**src/rtl/rsort_pkg.sv**
```systemverilog
package rsort_pkg;

  localparam int unsigned MAX_RECORDS  = 64;
  localparam int unsigned KEY_BITS     = 16;
  localparam int unsigned PAYLOAD_BITS = 32;
  localparam int unsigned CNT_W        = $clog2(MAX_RECORDS + 1);

  typedef logic [KEY_BITS-1:0]     key_t;
  typedef logic [PAYLOAD_BITS-1:0] pld_t;
  typedef logic [CNT_W-1:0]        cnt_t;

  typedef enum logic {
    ST_LOAD,
    ST_EMIT
  } state_e;

  // Commands broadcast along the chain of cells.
  typedef struct packed {
    logic load;   // insert the incoming record
    logic shift;  // move every record one cell towards the head
  } cell_cmd_t;

endpackage

```
**src/rtl/rsort_ctrl.sv**
```systemverilog
module rsort_ctrl
  import rsort_pkg::*;
(
  input  logic      clk_i,
  input  logic      rst_ni,
  input  logic      in_valid_i,
  input  logic      last_in_i,
  output logic      in_stall_o,
  output logic      out_valid_o,
  input  logic      out_stall_i,
  output logic      last_out_o,
  output logic      overflow_o,
  output cnt_t      count_o,
  output cell_cmd_t cmd_o
);

  state_e state_q, state_d;
  cnt_t   count_q, count_d;
  logic   dropped_q, dropped_d;
  logic   in_xfer, out_xfer, full;

  assign full     = (count_q == CNT_W'(MAX_RECORDS));
  assign in_xfer  = in_valid_i && (state_q == ST_LOAD);
  assign out_xfer = (state_q == ST_EMIT) && !out_stall_i;

  always_comb begin
    state_d   = state_q;
    count_d   = count_q;
    dropped_d = dropped_q;
    cmd_o     = '0;
    unique case (state_q)
      ST_LOAD: begin
        if (in_xfer) begin
          if (full) begin
            dropped_d = 1'b1;
          end else begin
            cmd_o.load = 1'b1;
            count_d    = count_q + 1'b1;
          end
          if (last_in_i) begin
            state_d = ST_EMIT;
          end
        end
      end
      ST_EMIT: begin
        if (out_xfer) begin
          cmd_o.shift = 1'b1;
          count_d     = count_q - 1'b1;
          if (count_q == CNT_W'(1)) begin
            state_d   = ST_LOAD;
            dropped_d = 1'b0;
          end
        end
      end
      default: state_d = ST_LOAD;
    endcase
  end

  always_ff @(posedge clk_i or negedge rst_ni) begin
    if (!rst_ni) begin
      state_q   <= ST_LOAD;
      count_q   <= '0;
      dropped_q <= 1'b0;
    end else begin
      state_q   <= state_d;
      count_q   <= count_d;
      dropped_q <= dropped_d;
    end
  end

  assign in_stall_o  = (state_q != ST_LOAD);
  assign out_valid_o = (state_q == ST_EMIT);
  assign last_out_o  = (count_q == CNT_W'(1));
  assign overflow_o  = dropped_q;
  assign count_o     = count_q;

  a_emit_nonempty: assert property (@(posedge clk_i) disable iff (!rst_ni)
    out_valid_o |-> count_q != '0)
    else $error("emitting with no stored records");

  a_count_bound: assert property (@(posedge clk_i) disable iff (!rst_ni)
    count_q <= CNT_W'(MAX_RECORDS))
    else $error("record count beyond capacity");

  a_insert_count: assert property (@(posedge clk_i) disable iff (!rst_ni)
    (in_xfer && !last_in_i && !full) |=> count_q == CNT_W'($past(count_q) + 1'b1))
    else $error("insertion did not advance the count");

  a_set_closed: assert property (@(posedge clk_i) disable iff (!rst_ni)
    (out_xfer && last_out_o) |=> (state_q == ST_LOAD && count_q == '0 && !dropped_q))
    else $error("block not cleared after the final transfer");

endmodule

```
**config.mk**
```make
export PLATFORM = sky130hd
export DESIGN_NAME = rsort_ctrl
export DESIGN_NICKNAME = d
export VERILOG_FILES = /design/src/rtl/rsort_pkg.sv /design/src/rtl/rsort_ctrl.sv
export SDC_FILE = /design/constraint.sdc
export NUM_CORES = 1
export LEC_CHECK = 0
export BUFFER_PORTS_ARGS = -buffer_cell sky130_fd_sc_hd__buf_4
export CAP_MARGIN = 20
export CORE_MARGIN = 4
export CORE_UTILIZATION = 45
export CTS_CLUSTER_DIAMETER = 80
export DETAILED_ROUTE_END_ITERATION = 8
export MAX_ROUTING_LAYER = met4
export PLACE_DENSITY = 0.71
export SLEW_MARGIN = 20
export SYNTH_ARGS = -nofsm -noshare
export SYNTH_HDL_FRONTEND = slang
export SYNTH_SLANG_ARGS = --single-unit
```
**constraint.sdc**
```tcl
create_clock -name clk_i -period 1.9 [get_ports clk_i]
set_input_delay 0.38 -clock clk_i [delete_from_list [all_inputs] [get_ports clk_i]]
set_output_delay 0.38 -clock clk_i [all_outputs]
set_load 0.01 [all_outputs]
```
---- Word level (Yosys, flattened, before mapping) ----
Index checks and enable logic that the tools add are counted.
storage, ports and cells
  bits in registers ....................... 9
  bits of input ports ..................... 5
  output and inout bits ................... 13
operators by class
  $add $sub $neg .......................... 2
  equal/unequal tests ..................... 7
  mux-type cells .......................... 19
  bitwise operators ....................... 1
  reductions and logical operators ........ 5
operators with widths
  operator                                               number
  2-to-1 mux 7 bit                                       3
  one-hot mux 7 bit (2 select lines)                     1
  2-to-1 mux 1 bit                                       13
  inequality test 2 bit, second input constant           4
  adder 7 x 1 -> 7 bit, second input constant            1
  == test 7 x 1 -> 1 bit, second input constant          1
  == test 7 bit, second input constant                   1
  subtractor 7 x 1 -> 7 bit, second input constant       1
  one-hot mux 1 bit (2 select lines)                     2
  AND reduction 4 bit                                    1
  AND reduction 3 bit                                    1
  logical AND 1 bit                                      2
  inequality test 2 x 1 -> 1 bit, second input constant  1
  logical NOT 1 bit                                      1
  NOT 1 bit                                              1

---- Longest topological paths before layout ----
  word-level depth ........................ 4
  gate-level depth with buffers ........... 6

---- Worst setup path before layout ----
OpenSTA, ideal clock, no wires.
  kind .................................... flip-flop to flip-flop
  start point ............................. register count_q[2] (netlist: count_o[2])
  end point ............................... register state_q (netlist: in_stall_o)
  setup time .............................. 121 ps
  data arrival time ....................... 1,688 ps
  required time ........................... 1,779 ps
  slack ................................... 91 ps
  stages on the path, launching flop included .. 6
  period minus slack after synthesis ...... 1,809 ps
  path through ............................ dfrtp_1 > or4_1 > buf_6 > nor3b_4 > nand2b_1 > a22o_1
between the ends
  word-level cells in the longest chain between the ends .. 4
ends and longest elaborated chain
  what                                RTL line          text
  from (decl)                         rsort_ctrl.sv:18  cnt_t count_q, count_d;
  from (signal assigned)              rsort_ctrl.sv:66  count_q <= count_d;
  == test 7 x 1 -> 1 bit              n/a
  named net last_out_o                rsort_ctrl.sv:11  output logic last_out_o,
  2-to-1 mux 1 bit                    rsort_ctrl.sv:49  if (count_q == CNT_W'(1)) begin
  2-to-1 mux 1 bit                    rsort_ctrl.sv:46  if (out_xfer) begin
  one-hot mux 1 bit (2 select lines)  rsort_ctrl.sv:31  unique case (state_q)
  named net state_d                   rsort_ctrl.sv:17  state_e state_q, state_d;
  to (signal assigned)                rsort_ctrl.sv:65  state_q <= state_d;
  to (decl)                           rsort_ctrl.sv:17
The timed path passes the listed nets, and every way through them passes these cells.
A chain may end at the register's enable or synchronous reset.

==> qor.txt <==
Area growth syn-to-layout: 38.0%
drt initial violations: 5
NetSw: 532 µW
I/O pins: 18
clk_lat worst skew: 0.26 ns
die area: 2020 µm²
most common cell after layout, fill and taps aside: buf_4
Avg Cell Area, Syn: 10.2 µm²
WS Path Type: reg2out
GR Util All Layers: 15.7%
fraction of layout cells with a size suffix above 1: 42.0%
fmax: 0.513 GHz
pre-CTS setup slack: 0.0782 ns
die width: 44.9 µm
largest fanout on the critical path: 3
Num CTS Buffers: 3
pwr dens: 1550 nW/µm²
largest net degree at the start of global routing: 13
GRT overflow: 0
mean number of vias per cell: 5.17
Critical Path Source Type: flop
Yosys top cell area share: 36.7%
clock network power share: 11.4%
register area share after synthesis: 36.7%
max capacitance violation total: 0
Die Y: 44.9 µm
fin crit share: 103%
DRT antenna net count: 0
I/O Buffers: 17
final wirelength: 1310 µm
Req. time, crit path: 1.52 ns
Slew HR: 76.2%
switching share of power: 40.6%
sequential power share: 30.3%
global-route wire length before repair: 2210 µm
outcome: finished, violations left
Int Pwr: 778 µW
Synth Warn #: 0
DRC viols: 0
Netlist Area Pre-Place: 613 µm²
RSZ-0062 raised after global routing: yes
Sink Count: 9
final setup vio count: 2
std cell rows: 13
top cell type by total area after synthesis: dfrtp_1
routability cong.: 0.766
nets: 98
FF+latch count, synth: 9
Cells after Synth: 60
Core Region: 1280 µm²
DR pass1 iterations: 4
Hold Slack: 0.339 ns
Peak VDD IR: 0.719 mV
number of global-route vias before repair: 519
Gate power share: 58.3%
dpl hpwl: 1020 µm
CTS root buffer: clkbuf_4
Slew Limit Fails: 0
setup slack after layout: -0.0489 ns
Max Root-Sink Buffers: 2
post-synth cell types: 31
n_diodes: 0
worst clock skew: 0.00446 ns
initial core utilization: 47.7%
wire per inst: 12.7 µm
worst hold path class: in2reg
synth top area cells: dfrtp_1 37%, ha_1 8.2%, xor2_1 5.7%
commonest cells after routing, fill and taps aside: 26 x buf_4, 7 x dfrtp_1, 6 x nor2_1
Filler cells: 109
via count: 532
Worst Max-Slew Pin Slew: 0.358 ns
Final Util: 65.8%
Design Power: 1.31 mW
violated checks: negative setup slack
CTS tree: done
initial antenna violation count: 0
CTS H-tree depth: 1
Leak Pwr: 0.401 nW
syn nets: 69
Worst Path Arrival: 1.57 ns
fin crit period: 1.95 ns
crit path capture type: output pin
Inst Count DP: 95
endpoints failing hold: 0
clock transition at the registers of the reported paths: 0.06 ns
final cell count without fillers: 103
[power groups by stage]
stage | clock network [mW] | registers (mW) | logic, mW
2_1_floorplan | 0 | 0.453 | 0.367
3_3_place_gp | 0 | 0.394 | 0.736
3_5_place_dp | 0 | 0.394 | 0.751
4_1_cts | 0.157 | 0.396 | 0.774
5_1_grt | 0.173 | 0.418 | 0.843
6_report | 0.149 | 0.398 | 0.764
[layout make-up]
class	instances	area, µm²	area share (%)
Multi-Input combinational cell	46	360	42.6
Sequential cell	9	228	26.9
Inverter	2	7.51	0.888
Tap cell	15	18.8	2.22
Clock buffer	4	26.3	3.11
Timing Repair Buffer	27	205	24.3
[routing by layer]
layer / part of all wire, % / vias to the layer above / routed length (µm) / global-route usage [%]
li1: - / 267 / - / -
met1: 43 / 250 / 564 / 18.2
met2: 50 / 13 / 652 / 25.8
met3: 5.5 / 2 / 72 / 2.39
met4: 1.7 / 0 / 22 / 8.77
met5: 0 / - / 0 / -
[stage by stage]
stage,setup TNS (ns),instance area [µm²]
floorplan,0,613
global placement,0,781
detailed placement,0,781
CTS,-0.139,836
global route,-0.239,846
finish,-0.0922,846
[state kept, by name, indices dropped and copies added, names as in the netlist]
register    flops
count_o         7
in_stall_o      1
overflow_o      1
[synth_stat cells]
master     number
o21ai_0         1
inv_1           2
xor2_1          4
buf_4           1
mux2i_1         2
o2bb2ai_1       1
o21ai_2         1
or4_1           1
nand2b_1        1
nor2b_1         3
nand4b_1        1
nand3_1         1
nor3_2          2
buf_2           1
a21oi_1         3
o22a_1          1
and4b_1         1
buf_6           1
a22oi_1         1
mux2_2          1
a22o_1          1
nand3b_1        1
xnor2_1         2
ha_1            4
nand2_1         2
nor3b_4         1
dfrtp_1         9
and3b_1         1
nor2_1          6
nor3_1          2
o31a_1          1
[critical path: stages, from the launching register on]
cell     delay [ns]
dfrtp_1        0.37
or4_4          0.57
o21ai_2        0.15
nor2_1         0.06
buf_4          0.15
[path summary, 6_finish.rpt]
path / to / cells after the start / slack (ns) / from
max: cmd_o[1] / 4 / -0.05 / count_o[3]$_DFFE_PN0P_
min: in_stall_o$_DFF_PN0_ / 2 / 0.34 / last_in_i
max reg2reg: count_o[6]$_DFFE_PN0P_ / 6 / 0.09 / count_o[3]$_DFFE_PN0P_
min reg2reg: overflow_o$_DFFE_PN0P_ / 1 / 0.52 / overflow_o$_DFFE_PN0P_
max in group asynchronous: count_o[1]$_DFFE_PN0P_ / 2 / 1.26 / rst_ni
min in group asynchronous: count_o[4]$_DFFE_PN0P_ / 2 / 0.48 / rst_ni
[cell families (layout without fill, tap and decap cells)]
| family | Yosys count | count (layout) | share of synthesized area (%) |
|---|---|---|---|
| flops | 9 | 9 | 36.7 |
| mux | 3 | 3 | 5.10 |
| xor+xnor | 6 | 6 | 8.57 |
| simple gates | 23 | 23 | 24.7 |
| fa+ha+maj | 4 | 4 | 8.16 |
| buf+inv | 5 | 33 | 5.10 |
| compound gates | 10 | 10 | 11.6 |
[repair_timing]
action / CTS / global route
resized for setup: 1 / 2
pin swaps: 2 / 0
endpoints found under the setup margin: 2 / 2
cloned: 0 / 0
buffers inserted: 2 / 1
hold buffers: 1 / 0
hold endpoints to repair: 9 / 0
(Power assumes the default switching activity.)
