`config.mk`:
```
export PLATFORM = sky130hd
export DESIGN_NAME = rsort_cell
export DESIGN_NICKNAME = d
export VERILOG_FILES = /design/src/rtl/rsort_pkg.sv /design/src/rtl/rsort_cell.sv
export SDC_FILE = /design/constraint.sdc
export NUM_CORES = 1
export LEC_CHECK = 0
export ABC_AREA = 1
export BUFFER_PORTS_ARGS = -buffer_cell sky130_fd_sc_hd__buf_4
export CELL_PAD_IN_SITES_DETAIL_PLACEMENT = 1
export CELL_PAD_IN_SITES_GLOBAL_PLACEMENT = 2
export CORE_ASPECT_RATIO = 0.75
export CORE_MARGIN = 2
export CORE_UTILIZATION = 22
export CTS_CLUSTER_DIAMETER = 150
export DETAILED_ROUTE_END_ITERATION = 8
export HOLD_SLACK_MARGIN = 0.1
export PLACE_DENSITY = 0.79
export SLEW_MARGIN = 20
export SYNTH_ARGS = -nofsm -noshare
export SYNTH_HDL_FRONTEND = slang
export SYNTH_SLANG_ARGS = --single-unit
```
`constraint.sdc`:
```
create_clock -name clk_i -period 3.97 [get_ports clk_i]
set_clock_uncertainty 0.05 [all_clocks]
set_input_delay 0.794 -clock clk_i [delete_from_list [all_inputs] [get_ports clk_i]]
set_output_delay 0.794 -clock clk_i [all_outputs]
set_load 0.01 [all_outputs]
```
`src/rtl/rsort_pkg.sv`:
```
package rsort_pkg;

  localparam int unsigned MAX_RECORDS  = 64;
  localparam int unsigned KEY_BITS     = 16;
  localparam int unsigned PAYLOAD_BITS = 32;
  localparam int unsigned CNT_W        = $clog2(MAX_RECORDS + 1);

  typedef logic [KEY_BITS-1:0]     key_t;
  typedef logic [PAYLOAD_BITS-1:0] pld_t;
  typedef logic [CNT_W-1:0]        cnt_t;

  typedef enum logic {
    ST_LOAD,
    ST_EMIT
  } state_e;

  // Commands broadcast along the chain of cells.
  typedef struct packed {
    logic load;   // insert the incoming record
    logic shift;  // move every record one cell towards the head
  } cell_cmd_t;

endpackage

```
`src/rtl/rsort_cell.sv`:
```
module rsort_cell
  import rsort_pkg::*;
(
  input  logic      clk_i,
  input  cell_cmd_t cmd_i,
  input  logic      occupied_i,
  input  key_t      new_key_i,
  input  pld_t      new_payload_i,
  input  logic      prev_ins_i,
  input  key_t      prev_key_i,
  input  pld_t      prev_payload_i,
  input  key_t      next_key_i,
  input  pld_t      next_payload_i,
  output logic      ins_o,
  output key_t      key_o,
  output pld_t      payload_o
);

  key_t key_q, key_d;
  pld_t payload_q, payload_d;

  // A strict compare keeps equal keys in arrival order.
  assign ins_o = !occupied_i || (key_q > new_key_i);

  always_comb begin
    key_d     = key_q;
    payload_d = payload_q;
    if (cmd_i.shift) begin
      key_d     = next_key_i;
      payload_d = next_payload_i;
    end else if (cmd_i.load && ins_o) begin
      if (prev_ins_i) begin
        key_d     = prev_key_i;
        payload_d = prev_payload_i;
      end else begin
        key_d     = new_key_i;
        payload_d = new_payload_i;
      end
    end
  end

  always_ff @(posedge clk_i) begin
    key_q     <= key_d;
    payload_q <= payload_d;
  end

  assign key_o     = key_q;
  assign payload_o = payload_q;

endmodule

```
---- Yosys cells after proc, flatten, opt, wreduce, memory -nomap -nowiden ----
Index checks and enable logic that the tools add are counted.
storage, ports and cells
  bits in registers ....................... 48
  output and inout port bits .............. 49
  word-level logic and storage cells ...... 13
cells by class
  $lt $le $gt $ge ......................... 1
  mux-type cells .......................... 6
  reduce and logical (&&, ||, !) cells .... 4
operator list
  kind                            number
  32-bit two-way mux              3
  16-bit two-way mux              3
  16-bit greater-than comparator  1
  2-bit nonzero test              1
  1-bit logical AND               1
  1-bit logical NOT               1
  1-bit logical OR                1

---- Longest topological paths before layout ----
Gate-level depths: netlist of the first run.
  depth after elaboration ................. 5
  gate-level depth with buffers ........... 15

---- Worst setup path after synthesis of the first run ----
No wires, ideal clock.
  path kind ............................... input to register
  start ................................... in new_key_i[7]
  end ..................................... reg key_q[0], in the netlist key_o[0], enable pin
  library setup time ...................... 0.407 ns
  arrival ................................. 2.694 ns
  path slack .............................. 0.819 ns
  cell stages on the path ................. 12
  path buffers ............................ 0
  path through ............................ inv_1 -> ha_1 -> nand2_1 -> nor2_2 -> nand2_1 -> nand2_1 -> nand2_1 -> nand2_1 -> nand2_1 -> nand2_2 -> nand2_1 -> nand2_1
on the way
  longest elaborated chain between the ends .. 4
RTL lines
  element                         line              text
  from (decl)                     rsort_cell.sv:7   input key_t new_key_i,
  16-bit greater-than comparator  rsort_cell.sv:23  assign ins_o = !occupied_i || (key_q > new_key_i);
  1-bit logical OR                rsort_cell.sv:23
  via ins_o                       rsort_cell.sv:14  output logic ins_o,
  1-bit logical AND               rsort_cell.sv:31  end else if (cmd_i.load && ins_o) begin
  2-bit nonzero test (no line)    n/a
  to (signal assigned)            rsort_cell.sv:43  key_q <= key_d;
  to (decl)                       rsort_cell.sv:19  key_t key_q, key_d;
The timed path passes the listed nets, and every way through them passes these cells.
A chain may end at the register's enable or synchronous reset.

---- Worst setup path in the final report of the first run ----
  start ................................... in new_key_i[15]
  end ..................................... out ins_o
on the way
  longest elaborated chain between the ends .. 2
RTL lines
  element                         line
  16-bit greater-than comparator  rsort_cell.sv:23
  1-bit logical OR                rsort_cell.sv:23
  to (decl)                       rsort_cell.sv:14
Every way passes these cells.

==> impl_metrics.py, run 1 <==
metrics = {
    "synth": {
        "syn-num-nets": 488,
        "sequential_cell_area_fraction_in_the_yosys_report_pct": 50.2,
        "post_synth.cell_area_avg_um2": 8.89,
        "number_of_library_cell_types_mapped_by_synthesis": 18,
        "netlist_area_um2": 2870,
        "postSynthRegisterBits": 48,
        "post_synth_inst_count": 323,
        "synth.yosys.warnings": 0,
    },
    "sta": {
        "period_minus_slack_ns": 2.79,
        "timing.setup.tns_ns": 0,
        "fmaxAchievable_mhz": 358,
        "final_number_of_hold_violating_endpoints": 0,
        "final.hold.worst_slack_ns": 0.732,
        "timing.final.ws_setup_ns": 1.18,
        "tightest_slew_ns": 0.694,
        "drv_slew": 0,
        "grt_setup_unrepaired": "no",
        "worst_slew_margin_rel_pct": 53.7,
        "post-route-period-util_pct": 70.3,
        "timing.final.setup_violations": 0,
    },
    "route": {
        "avgRoutedWirePerCell_um": 14.9,
        "detail_route.first_pass.iterations": 4,
        "drc_errors": 0,
        "highest_routing_layer_actually_used": "met4",
        "detail_route.wirelength_mm": 10.1,
        "met2_wirelength_mm": 4.75,
        "vias_per_cell": 4.40,
        "via_count_of_the_routed_design": 2994,
        "wl_met1_mm": 4.32,
        "initialDrtViolationCount": 91,
        "met3RoutedLength_mm": 1.03,
        "detail-route-antenna-nets": 0,
    },
    "min_path": {
        "worstHoldPathType": "in -> reg",
        "timing.hold.worst_path_depth": 2,
        "min-delay-start": "next_key_i[5]",
        "timing.hold.worst_endpoint": "key_o[5]$_DFFE_PP_",
    },
    "clock_tree": {
        "cts_hold_buf": 0,
        "cts-buffers-inserted": 5,
        "root_buffer": "clkbuf_16",
        "cts-resized-gates": 0,
        "cts_tree": "built",
        "clkTransAtPathRegs_ns": 0.07,
        "clock_sinks": 48,
        "htree_levels": 2,
        "worst_case_clock_buffer_depth": 2,
        "cts_setup_buffers": 0,
        "worst_skew_pair.late_latency_ns": 0.28,
    },
    "final_layout": {
        "diodes": 0,
        "post-route-cell-area_um2": 4650,
        "instances_no_fill": 681,
        "finalNetCount": 674,
        "area_growth_syn_to_layout_pct": 61.7,
        "layout.core_utilization_pct": 36.1,
        "layout-drive-gt1-share_pct": 42.0,
        "mostFrequentLayoutCell": "buf_4",
        "layout.cells.most_common_list": "buf_4 (198), a21oi_1 (76), nand2_1 (66)",
    },
    "critical_path": {
        "timing.reg2reg.worst_path_depth": 14,
        "cp.arrival_ns": 1.95,
        "startpoint_types": "primary input",
        "timing.critical_path.required_ns": 3.13,
        "worstSetupEndpointType": "primary output",
        "crit_path_max_fanout": 2,
        "worstPathCellList": "buf_4 > inv_1 > ha_1 > a21oi_1 > o21ai_0 > a21oi_1 > nand2_1 > nand2_1 > nand2_2 > buf_4",
        "crit_cells": 10,
        "cp_slowest_cell": "ha_1",
        "max_stage_delay_ns": 0.31,
        "critical_path.n_buffers_inverters": 3,
        "worst_r2r_startpoint": "key_o[3]$_DFFE_PP_",
        "r2r-end": "payload_o[30]$_DFFE_PP_",
        "ff2ff_setup_slack_ns": 1.61,
        "cp_top_family": "compound AO/OA/AOI/OAI gates",
        "setup.worst_path.class": "in -> out",
    },
    "global_routing": {
        "grt_util_all_layers_pct": 14.1,
        "grt_first_pass_wirelength_mm": 15.5,
        "grt_start_max_net_pins": 63,
        "antenna_found_initial": 0,
        "globalRouteOverflowTotal": 0,
        "first_global_vias": 3149,
    },
    "die": {
        "die_area_um2": 14000,
        "floorplan.initialDensity_pct": 22.3,
        "area_of_the_core_um2": 12900,
        "chipHeight_um": 103,
        "rows": 36,
        "dieWidth_um": 136,
        "boundaryPins": 198,
    },
    "placed_design": {
        "gp_congestion": 0.722,
        "post-dp-hpwl_mm": 7.84,
        "placed_cell_area_um2": 4480,
        "placement.setup.worst_slack_ns": 1.07,
        "numPlacedInstances": 673,
        "numPortBuffers": 197,
    },
    "pwr": {
        "p_int_mw": 1.13,
        "power.share.clock_pct": 31.2,
        "netSwitchingPower_mw": 0.392,
        "power.share.sequential_pct": 42.1,
        "pwr_density_cell_nw_per_um2": 329,
        "power_leakage_nw": 2.16,
        "comb_power_share_pct": 26.7,
        "netSwitchingFraction_pct": 25.7,
        "finalPower_mw": 1.53,
        "max_ir_drop_vdd_mv": 0.164,
    },
    "status": {
        "status": "finished, final reports clean",
    },
    "run": {
        "max_cap_viol_count": 0,
    },
}
## routing by layer
layer / GRT usage [%] / up-vias
li1: - / 1490
met1: 17.1 / 1381
met2: 24.4 / 116
met4: 2.56 / 0
met5: 0 / -
met3: 5.31 / 7
## cells in the mapped netlist (all sizes together)
| cell type | number | area share (%) |
|---|---|---|
| a21o | 1 | 0.26 |
| a21oi | 76 | 13 |
| buf | 20 | 4.1 |
| edfxtp | 48 | 50 |
| ha | 16 | 7.0 |
| inv | 22 | 2.9 |
| nand2 | 69 | 9.2 |
| nand3 | 2 | 0.35 |
| nand4 | 1 | 0.22 |
| nor2 | 40 | 5.3 |
| nor3 | 1 | 0.35 |
| o211ai | 13 | 3.4 |
| o21a | 13 | 3.4 |
| o21ai | 1 | 0.17 |
## worst max path at each step
stage / slack (ns) / start / end
after floorplan: 0.82 / new_key_i[7] / key_o[0]$_DFFE_PP_
after global placement: 1.14 / new_key_i[11] / key_o[1]$_DFFE_PP_
after detailed placement: 1.07 / new_key_i[11] / payload_o[22]$_DFFE_PP_
after CTS: 1.15 / new_key_i[15] / ins_o
after global routing: 0.99 / new_key_i[13] / ins_o
final: 1.18 / new_key_i[15] / ins_o
## cells by family (layout without fill, tap and decap cells)
group,count (synthesis),after routing,share of synthesized area (%)
and+or+nand+nor,113,113,15.4
AOI/OAI and AO/OA,104,104,20.5
DFF,48,48,50.2
buffers and inverters,42,229,6.97
adders and majority gates,16,16,6.97
## flip-flops by register name, indices dropped and copies added (netlist names)
signal and count:
key_o 16, payload_o 32
## power by group through the flow
stage / registers (mW) / clock network [mW] / logic, mW
after floorplan: 0.680 / 0 / 0.148
after global placement: 0.654 / 0 / 0.406
after detailed placement: 0.655 / 0 / 0.414
after CTS: 0.644 / 0.505 / 0.416
after global routing: 0.650 / 0.518 / 0.454
final: 0.643 / 0.476 / 0.407
## worst register-to-register path, delay by kind of cell (launching register included)
kind | cells | cell delay [ns]
flops | 1 | 0.41
fa+ha+maj | 1 | 0.32
buf+inv | 2 | 0.35
simple gates | 11 | 0.93
## layout make-up
class	count	area (um^2)
Clock inverter	3	42.5
Inverter	22	82.6
Timing Repair Buffer	199	1510
Multi-Input combinational cell	233	1230
Clock buffer	5	125
Fill cell	1561	8240
Tap cell	171	214
Sequential cell	48	1440
(Power assumes the default switching activity.)
==> inputs of run 2 (changes only) <==
--- a/config.mk
+++ b/config.mk
@@ -5,17 +5,17 @@
 export SDC_FILE = /design/constraint.sdc
 export NUM_CORES = 1
 export LEC_CHECK = 0
-export ABC_AREA = 1
+export ABC_AREA = 0
 export BUFFER_PORTS_ARGS = -buffer_cell sky130_fd_sc_hd__buf_4
 export CELL_PAD_IN_SITES_DETAIL_PLACEMENT = 1
 export CELL_PAD_IN_SITES_GLOBAL_PLACEMENT = 2
 export CORE_ASPECT_RATIO = 0.75
 export CORE_MARGIN = 2
-export CORE_UTILIZATION = 22
+export CORE_UTILIZATION = 21
 export CTS_CLUSTER_DIAMETER = 150
 export DETAILED_ROUTE_END_ITERATION = 8
 export HOLD_SLACK_MARGIN = 0.1
-export PLACE_DENSITY = 0.79
+export PLACE_DENSITY = 0.76
 export SLEW_MARGIN = 20
 export SYNTH_ARGS = -nofsm -noshare
 export SYNTH_HDL_FRONTEND = slang
==> constraint.sdc (replaced) <==
create_clock -name clk_i -period 2.4 [get_ports clk_i]
set_clock_uncertainty 0.05 [all_clocks]
set_input_delay 0.48 -clock clk_i [delete_from_list [all_inputs] [get_ports clk_i]]
set_output_delay 0.48 -clock clk_i [all_outputs]
set_load 0.01 [all_outputs]
==> run 2 against run 1 <==
The run now ends with negative setup slack left. Clock power increased by 46%. Flip-flop and latch count unchanged. Total power increased by 70%. Largest cell class unchanged. Worst hold slack got worse by 0.32 ns. Final cell count decreased by 3.7%.
==> impl_metrics.py, run 2 <==
metrics = {
    "synth": {
        "cell_types_occupying_the_most_area_after_synthesis": "edfxtp_1 (50%), mux2i_1 (17%), o21ai_0 (8.8%)",
        "synth_enable_flop_cells": 48,
        "post_synth.cell_area_avg_um2": 10.6,
        "number_of_library_cell_types_mapped_by_synthesis": 22,
        "area_leader_netlist": "edfxtp_1",
        "yosysTopAreaCellShare_pct": 50.0,
        "postSynthRegisterBits": 48,
        "syn-num-nets": 436,
        "synth_top_flop_cell": "edfxtp_1",
        "netlist_area_um2": 2890,
        "synth.yosys.warnings": 0,
        "sequential_cell_area_fraction_in_the_yosys_report_pct": 50.0,
        "synth_most_common_cell": "o21ai_0",
        "synth.cells.most_frequent": "o21ai_0 (51), nand2_1 (50), edfxtp_1 (48), mux2i_1 (48), inv_1 (19)",
        "proportion_of_register_bits_with_asynchronous_set_or_reset_after_synthesis_pct": 0,
        "post_synth_inst_count": 271,
    },
    "placed_design": {
        "post-dp-hpwl_mm": 7.84,
        "gp_congestion": 0.757,
        "numPortBuffers": 197,
        "numPlacedInstances": 635,
    },
    "route": {
        "vias_per_cell": 4.27,
        "drc_errors": 0,
        "detail_route.first_pass.iterations": 4,
        "via_count_of_the_routed_design": 2798,
        "initialDrtViolationCount": 71,
        "avgRoutedWirePerCell_um": 15.0,
        "detail-route-antenna-nets": 0,
        "detail_route.wirelength_mm": 9.83,
    },
    "global_routing": {
        "grt_start_max_net_pins": 36,
        "first_global_vias": 3005,
        "grt_first_pass_wirelength_mm": 15.4,
        "globalRouteOverflowTotal": 0,
        "grt_util_all_layers_pct": 13.1,
        "antenna_found_initial": 0,
    },
    "clock_tree": {
        "root_buffer": "clkbuf_16",
        "cts_hold_buf": 0,
        "clock_sinks": 48,
        "clkTransAtPathRegs_ns": 0.07,
        "worst_case_clock_buffer_depth": 2,
        "htree_levels": 2,
        "cts_tree": "built",
        "worst_skew_pair.late_latency_ns": 0.29,
        "cts-buffers-inserted": 5,
    },
    "critical_path": {
        "r2r-end": "payload_o[23]$_DFFE_PP_",
        "timing.reg2reg.worst_path_depth": 10,
        "timing.critical_path.required_ns": 1.87,
        "cp.arrival_ns": 1.94,
        "setup.worst_path.class": "reg -> out",
        "startpoint_types": "flop",
        "worstSetupEndpointType": "primary output",
        "ff2ff_setup_slack_ns": -0.02,
        "crit_path_max_fanout": 2,
        "worst_r2r_startpoint": "key_o[12]$_DFFE_PP_",
    },
    "run": {
        "max_cap_viol_count": 0,
    },
    "sta": {
        "timing.final.ws_setup_ns": -0.0690,
        "worst_slew_margin_rel_pct": 74.5,
        "period_minus_slack_ns": 2.47,
        "grt_setup_unrepaired": "yes",
        "final.hold.worst_slack_ns": 0.415,
        "drv_slew": 0,
        "fmaxAchievable_mhz": 405,
        "final_number_of_hold_violating_endpoints": 0,
        "post-route-period-util_pct": 103,
        "tightest_slew_ns": 0.378,
        "timing.final.setup_violations": 39,
    },
    "die": {
        "boundaryPins": 198,
        "area_of_the_core_um2": 13600,
        "die_area_um2": 14700,
        "floorplan.initialDensity_pct": 21.3,
        "dieWidth_um": 139,
        "rows": 37,
        "chipHeight_um": 106,
    },
    "final_layout": {
        "diodes": 0,
        "layout.core_utilization_pct": 37.0,
        "layout-drive-gt1-share_pct": 51.1,
        "layout.cells.most_common_list": "buf_4 (213), nand2_1 (50), o21ai_0 (50)",
        "num-fill-cells": 1551,
        "area_growth_syn_to_layout_pct": 73.8,
        "mostFrequentLayoutCell": "buf_4",
        "instances_no_fill": 656,
        "largest_register_ff_count": 32,
        "finalNetCount": 645,
    },
    "pwr": {
        "finalPower_mw": 2.59,
        "pwr_density_cell_nw_per_um2": 518,
        "power_leakage_nw": 2.37,
        "max_ir_drop_vdd_mv": 0.239,
    },
    "min_path": {
        "timing.hold.worst_path_depth": 3,
        "worstHoldPathType": "in -> reg",
        "timing.hold.worst_endpoint": "key_o[13]$_DFFE_PP_",
        "min-delay-start": "next_key_i[13]",
    },
    "status": {
        "failed_checks": "negative setup slack",
        "status": "complete, but fails checks",
    },
}
[run 2: critical path, stage by stage, from the launching register on]
cell	delay [ns]
edfxtp_1	0.42
ha_1	0.33
nand4_1	0.13
nor3_2	0.07
buf_4	0.14
a2111oi_4	0.32
o21ai_1	0.09
buf_4	0.15
[run 2: logic make-up (layout without fill, tap and decap cells)]
kind of cell,count (synthesis),count (layout),synth area share (%)
compound gates,65,65,12.0
simple gates,58,58,8.59
mux,48,48,16.7
flops,48,48,50.0
buf+inv,36,246,5.85
fa+ha+maj,16,16,6.94
[run 2: layout make-up]
cell class	count	area [um^2]	share of cell area, %
Clock buffer	6	129	2.57
Clock inverter	2	11.3	0.225
Inverter	19	73.8	1.47
Multi-Input combinational cell	187	1420	28.3
Sequential cell	48	1440	28.7
Tap cell	175	219	4.37
Timing Repair Buffer	219	1720	34.3
[run 2: power by group]
group,switching (mW),total [mW],internal (mW)
Combinational,0.344,0.806,0.462
Sequential,0.0470,1.09,1.05
Clock,0.311,0.695,0.384
Total,0.702,2.59,1.89
[run 2: stage by stage]
step                TNS (ns)  instance area, um^2  worst slack [ns]
CTS                  -0.0920                 4940           -0.0920
global placement     -0.0756                 4700           -0.0756
floorplan              -8.06                 2990            -0.168
detailed placement     -2.25                 4700            -0.158
finish                -0.706                 5010           -0.0690
global route           -5.92                 5010            -0.207
[run 2: worst max-delay path by stage]
stage                        startpoint            endpoint  slack [ns]  cells past startpoint
finish               key_o[5]$_DFFE_PP_               ins_o       -0.07                      7
global route        key_o[12]$_DFFE_PP_               ins_o       -0.21                      7
CTS                  key_o[8]$_DFFE_PP_               ins_o       -0.09                      7
detailed placement         new_key_i[3]               ins_o       -0.16                      8
global placement           new_key_i[3]               ins_o       -0.08                      8
floorplan           key_o[11]$_DFFE_PP_  key_o[0]$_DFFE_PP_       -0.17                      5
[run 2: repair_timing]
| item | 4_1_cts | 5_1_grt |
|---|---|---|
| pin swaps | 3 | 2 |
| endpoints found under the setup margin | 1 | 32 |
| setup buffers | 9 | 3 |
| gates cloned | 0 | 1 |
| resized for setup | 4 | 4 |
[run 2: routing by layer]
| layer | part of all wire [%] | track usage, % |
|---|---|---|
| met5 | 0 | 0 |
| met2 | 46 | 22.2 |
| met4 | 0.67 | 2.38 |
| met3 | 8.9 | 4.95 |
| met1 | 44 | 16.1 |
==> inputs of run 3 (changes only) <==
--- a/config.mk
+++ b/config.mk
@@ -12,10 +12,12 @@
 export CORE_ASPECT_RATIO = 0.75
 export CORE_MARGIN = 2
 export CORE_UTILIZATION = 21
+export CTS_BUF_LIST = sky130_fd_sc_hd__clkbuf_8
 export CTS_CLUSTER_DIAMETER = 150
 export DETAILED_ROUTE_END_ITERATION = 8
 export HOLD_SLACK_MARGIN = 0.1
 export PLACE_DENSITY = 0.76
+export REMOVE_ABC_BUFFERS = 1
 export SLEW_MARGIN = 20
 export SYNTH_ARGS = -nofsm -noshare
 export SYNTH_HDL_FRONTEND = slang
==> run 3 against run 2 <==
The flow still finishes with violations (negative setup slack). Worst setup slack got worse by 0.040 ns. Non-clock buffer count fell by 8. Critical path depth did not move. Clock power fell by 14%. Maximum frequency fell by 1.6%. Worst hold slack got worse by 0.015 ns. Routed wire length fell by 0.48%. Die area did not move. Via count fell by 1.1%. Final cell count fell by 1.2%. First-iteration DRC count fell by 7.0%. Register-to-register slack improved by 0.11 ns.
==> impl_metrics.py, run 3 (synthesis gave the netlist of run 2 again) <==
metrics = {
    "pwr": {
        "netSwitchingFraction_pct": 27.5,
        "comb_power_share_pct": 31.6,
        "p_int_mw": 1.79,
        "power.share.sequential_pct": 44.1,
        "power.share.clock_pct": 24.3,
        "max_ir_drop_vdd_mv": 0.207,
        "power_leakage_nw": 2.33,
        "netSwitchingPower_mw": 0.679,
        "pwr_density_cell_nw_per_um2": 505,
    },
    "sta": {
        "post-route-period-util_pct": 105,
        "final.hold.worst_slack_ns": 0.400,
        "grt_setup_unrepaired": "yes",
        "worst_slew_margin_rel_pct": 76.1,
        "final_number_of_hold_violating_endpoints": 0,
        "timing.final.setup_violations": 1,
        "timing.setup.tns_ns": -0.109,
        "timing.final.ws_setup_ns": -0.109,
        "period_minus_slack_ns": 2.51,
        "tightest_slew_ns": 0.355,
        "drv_slew": 0,
        "fmaxAchievable_mhz": 399,
    },
    "final_layout": {
        "num-fill-cells": 1576,
        "largest_register_ff_count": 32,
        "area_growth_syn_to_layout_pct": 69.2,
        "instances_no_fill": 648,
        "mostFrequentLayoutCell": "buf_4",
        "ff_latch_area_um2": 1440,
        "multi_input_comb_area_um2": 1410,
        "diodes": 0,
        "layout.core_utilization_pct": 36.0,
        "finalNetCount": 637,
        "layout.cells.most_common_list": "buf_4 (207), nand2_1 (50), o21ai_0 (49)",
        "layout-drive-gt1-share_pct": 50.1,
    },
    "route": {
        "avgRoutedWirePerCell_um": 15.1,
        "drc_errors": 0,
        "initialDrtViolationCount": 66,
        "vias_per_cell": 4.27,
        "detail-route-antenna-nets": 0,
        "detail_route.wirelength_mm": 9.78,
        "detail_route.first_pass.iterations": 4,
        "via_count_of_the_routed_design": 2766,
    },
    "die": {
        "area_of_the_core_um2": 13600,
        "boundaryPins": 198,
        "rows": 37,
        "die_area_um2": 14700,
        "chipHeight_um": 106,
        "floorplan.initialDensity_pct": 21.3,
        "dieWidth_um": 139,
    },
    "critical_path": {
        "setup.worst_path.class": "reg -> out",
        "cp.arrival_ns": 1.98,
        "crit_path_max_fanout": 2,
        "timing.critical_path.required_ns": 1.87,
        "startpoint_types": "flop",
        "worstSetupEndpointType": "primary output",
    },
    "run": {
        "max_cap_viol_count": 0,
    },
    "clock_tree": {
        "worst_skew_pair.late_latency_ns": 0.30,
        "cts_tree": "built",
        "cts_hold_buf": 0,
        "cts-buffers-inserted": 5,
        "clock_sinks": 48,
        "htree_levels": 2,
        "root_buffer": "clkbuf_8",
        "clkTransAtPathRegs_ns": 0.10,
        "worst_case_clock_buffer_depth": 2,
    },
    "placed_design": {
        "numPortBuffers": 197,
        "numPlacedInstances": 634,
        "gp_congestion": 0.769,
        "post-dp-hpwl_mm": 7.91,
    },
    "global_routing": {
        "first_global_vias": 2861,
        "antenna_found_initial": 0,
        "globalRouteOverflowTotal": 0,
        "grt_start_max_net_pins": 59,
        "grt_util_all_layers_pct": 12.7,
        "grt_first_pass_wirelength_mm": 14.7,
    },
    "status": {
        "failed_checks": "negative setup slack",
        "status": "complete, but fails checks",
    },
    "min_path": {
        "worstHoldPathType": "in -> reg",
    },
}
-- run 3: cell count changes in the layout (fill, tap and decap cells not counted), sizes merged --
cell and delta:
buf -7, clkbuf -2, bufinv +1
-- run 3: through the flow --
step / power (mW) / cell area, um^2 / setup WS (ns)
after floorplan: 1.35 / 2790 / -1.59
after global placement: 1.82 / 4610 / -0.0242
after detailed placement: 1.84 / 4610 / -0.0902
after CTS: 2.49 / 4770 / -0.110
after global routing: 2.61 / 4880 / -0.252
final: 2.47 / 4880 / -0.109
-- run 3: path summary, 6_finish.rpt --
check | slack, ns | depth (start not counted) | endpoint | startpoint
min | 0.40 | 3 | payload_o[8]$_DFFE_PP_ | next_payload_i[8]
min reg2reg | 1.40 | 7 | key_o[10]$_DFFE_PP_ | key_o[3]$_DFFE_PP_
max reg2reg | 0.09 | 8 | payload_o[6]$_DFFE_PP_ | key_o[9]$_DFFE_PP_
max | -0.11 | 7 | ins_o | key_o[9]$_DFFE_PP_
-- run 3: critical path, cell delays in order (launching register included) --
cell and delay, ns:
edfxtp_1 0.46, ha_4 0.25, nand4_1 0.14, buf_4 0.14, nor3_4 0.04, a2111oi_4 0.37, o21ai_1 0.12, buf_4 0.16
-- run 3: final cells by class --
| cell class | instances | share of cell area (%) |
|---|---|---|
| repair buffers | 211 | 33.5 |
| clock inverters | 3 | 0.871 |
| well taps | 175 | 4.48 |
| clock buffers | 5 | 1.41 |
| flip-flops and latches | 48 | 29.5 |
| inverters | 19 | 1.46 |
| multi-input cells | 187 | 28.8 |
-- run 3: metal layers --
metal  global-route usage [%]  part of all wire [%]  wire, um  vias up
met5                        0                     0         0        -
met4                     2.60                  0.70        68        0
met3                     5.22                   9.4       923        4
met2                     22.1                    49      4790      117
met1                     14.8                    41      4000     1274
li1                         -                     -         -     1371
-- run 3: repair_timing --
item                       CTS  global route
buffers inserted             1             5
setup endpoints to repair    1             1
pin swaps                    3             5
resized for setup            7            10
-- run 3: power groups by stage --
stage          logic [mW]  clock network, mW  registers [mW]
6_report            0.779              0.600            1.09
5_1_grt             0.857              0.656            1.10
4_1_cts             0.758              0.648            1.09
3_5_place_dp        0.733                  0            1.10
3_3_place_gp        0.717                  0            1.10
2_1_floorplan       0.192                  0            1.15
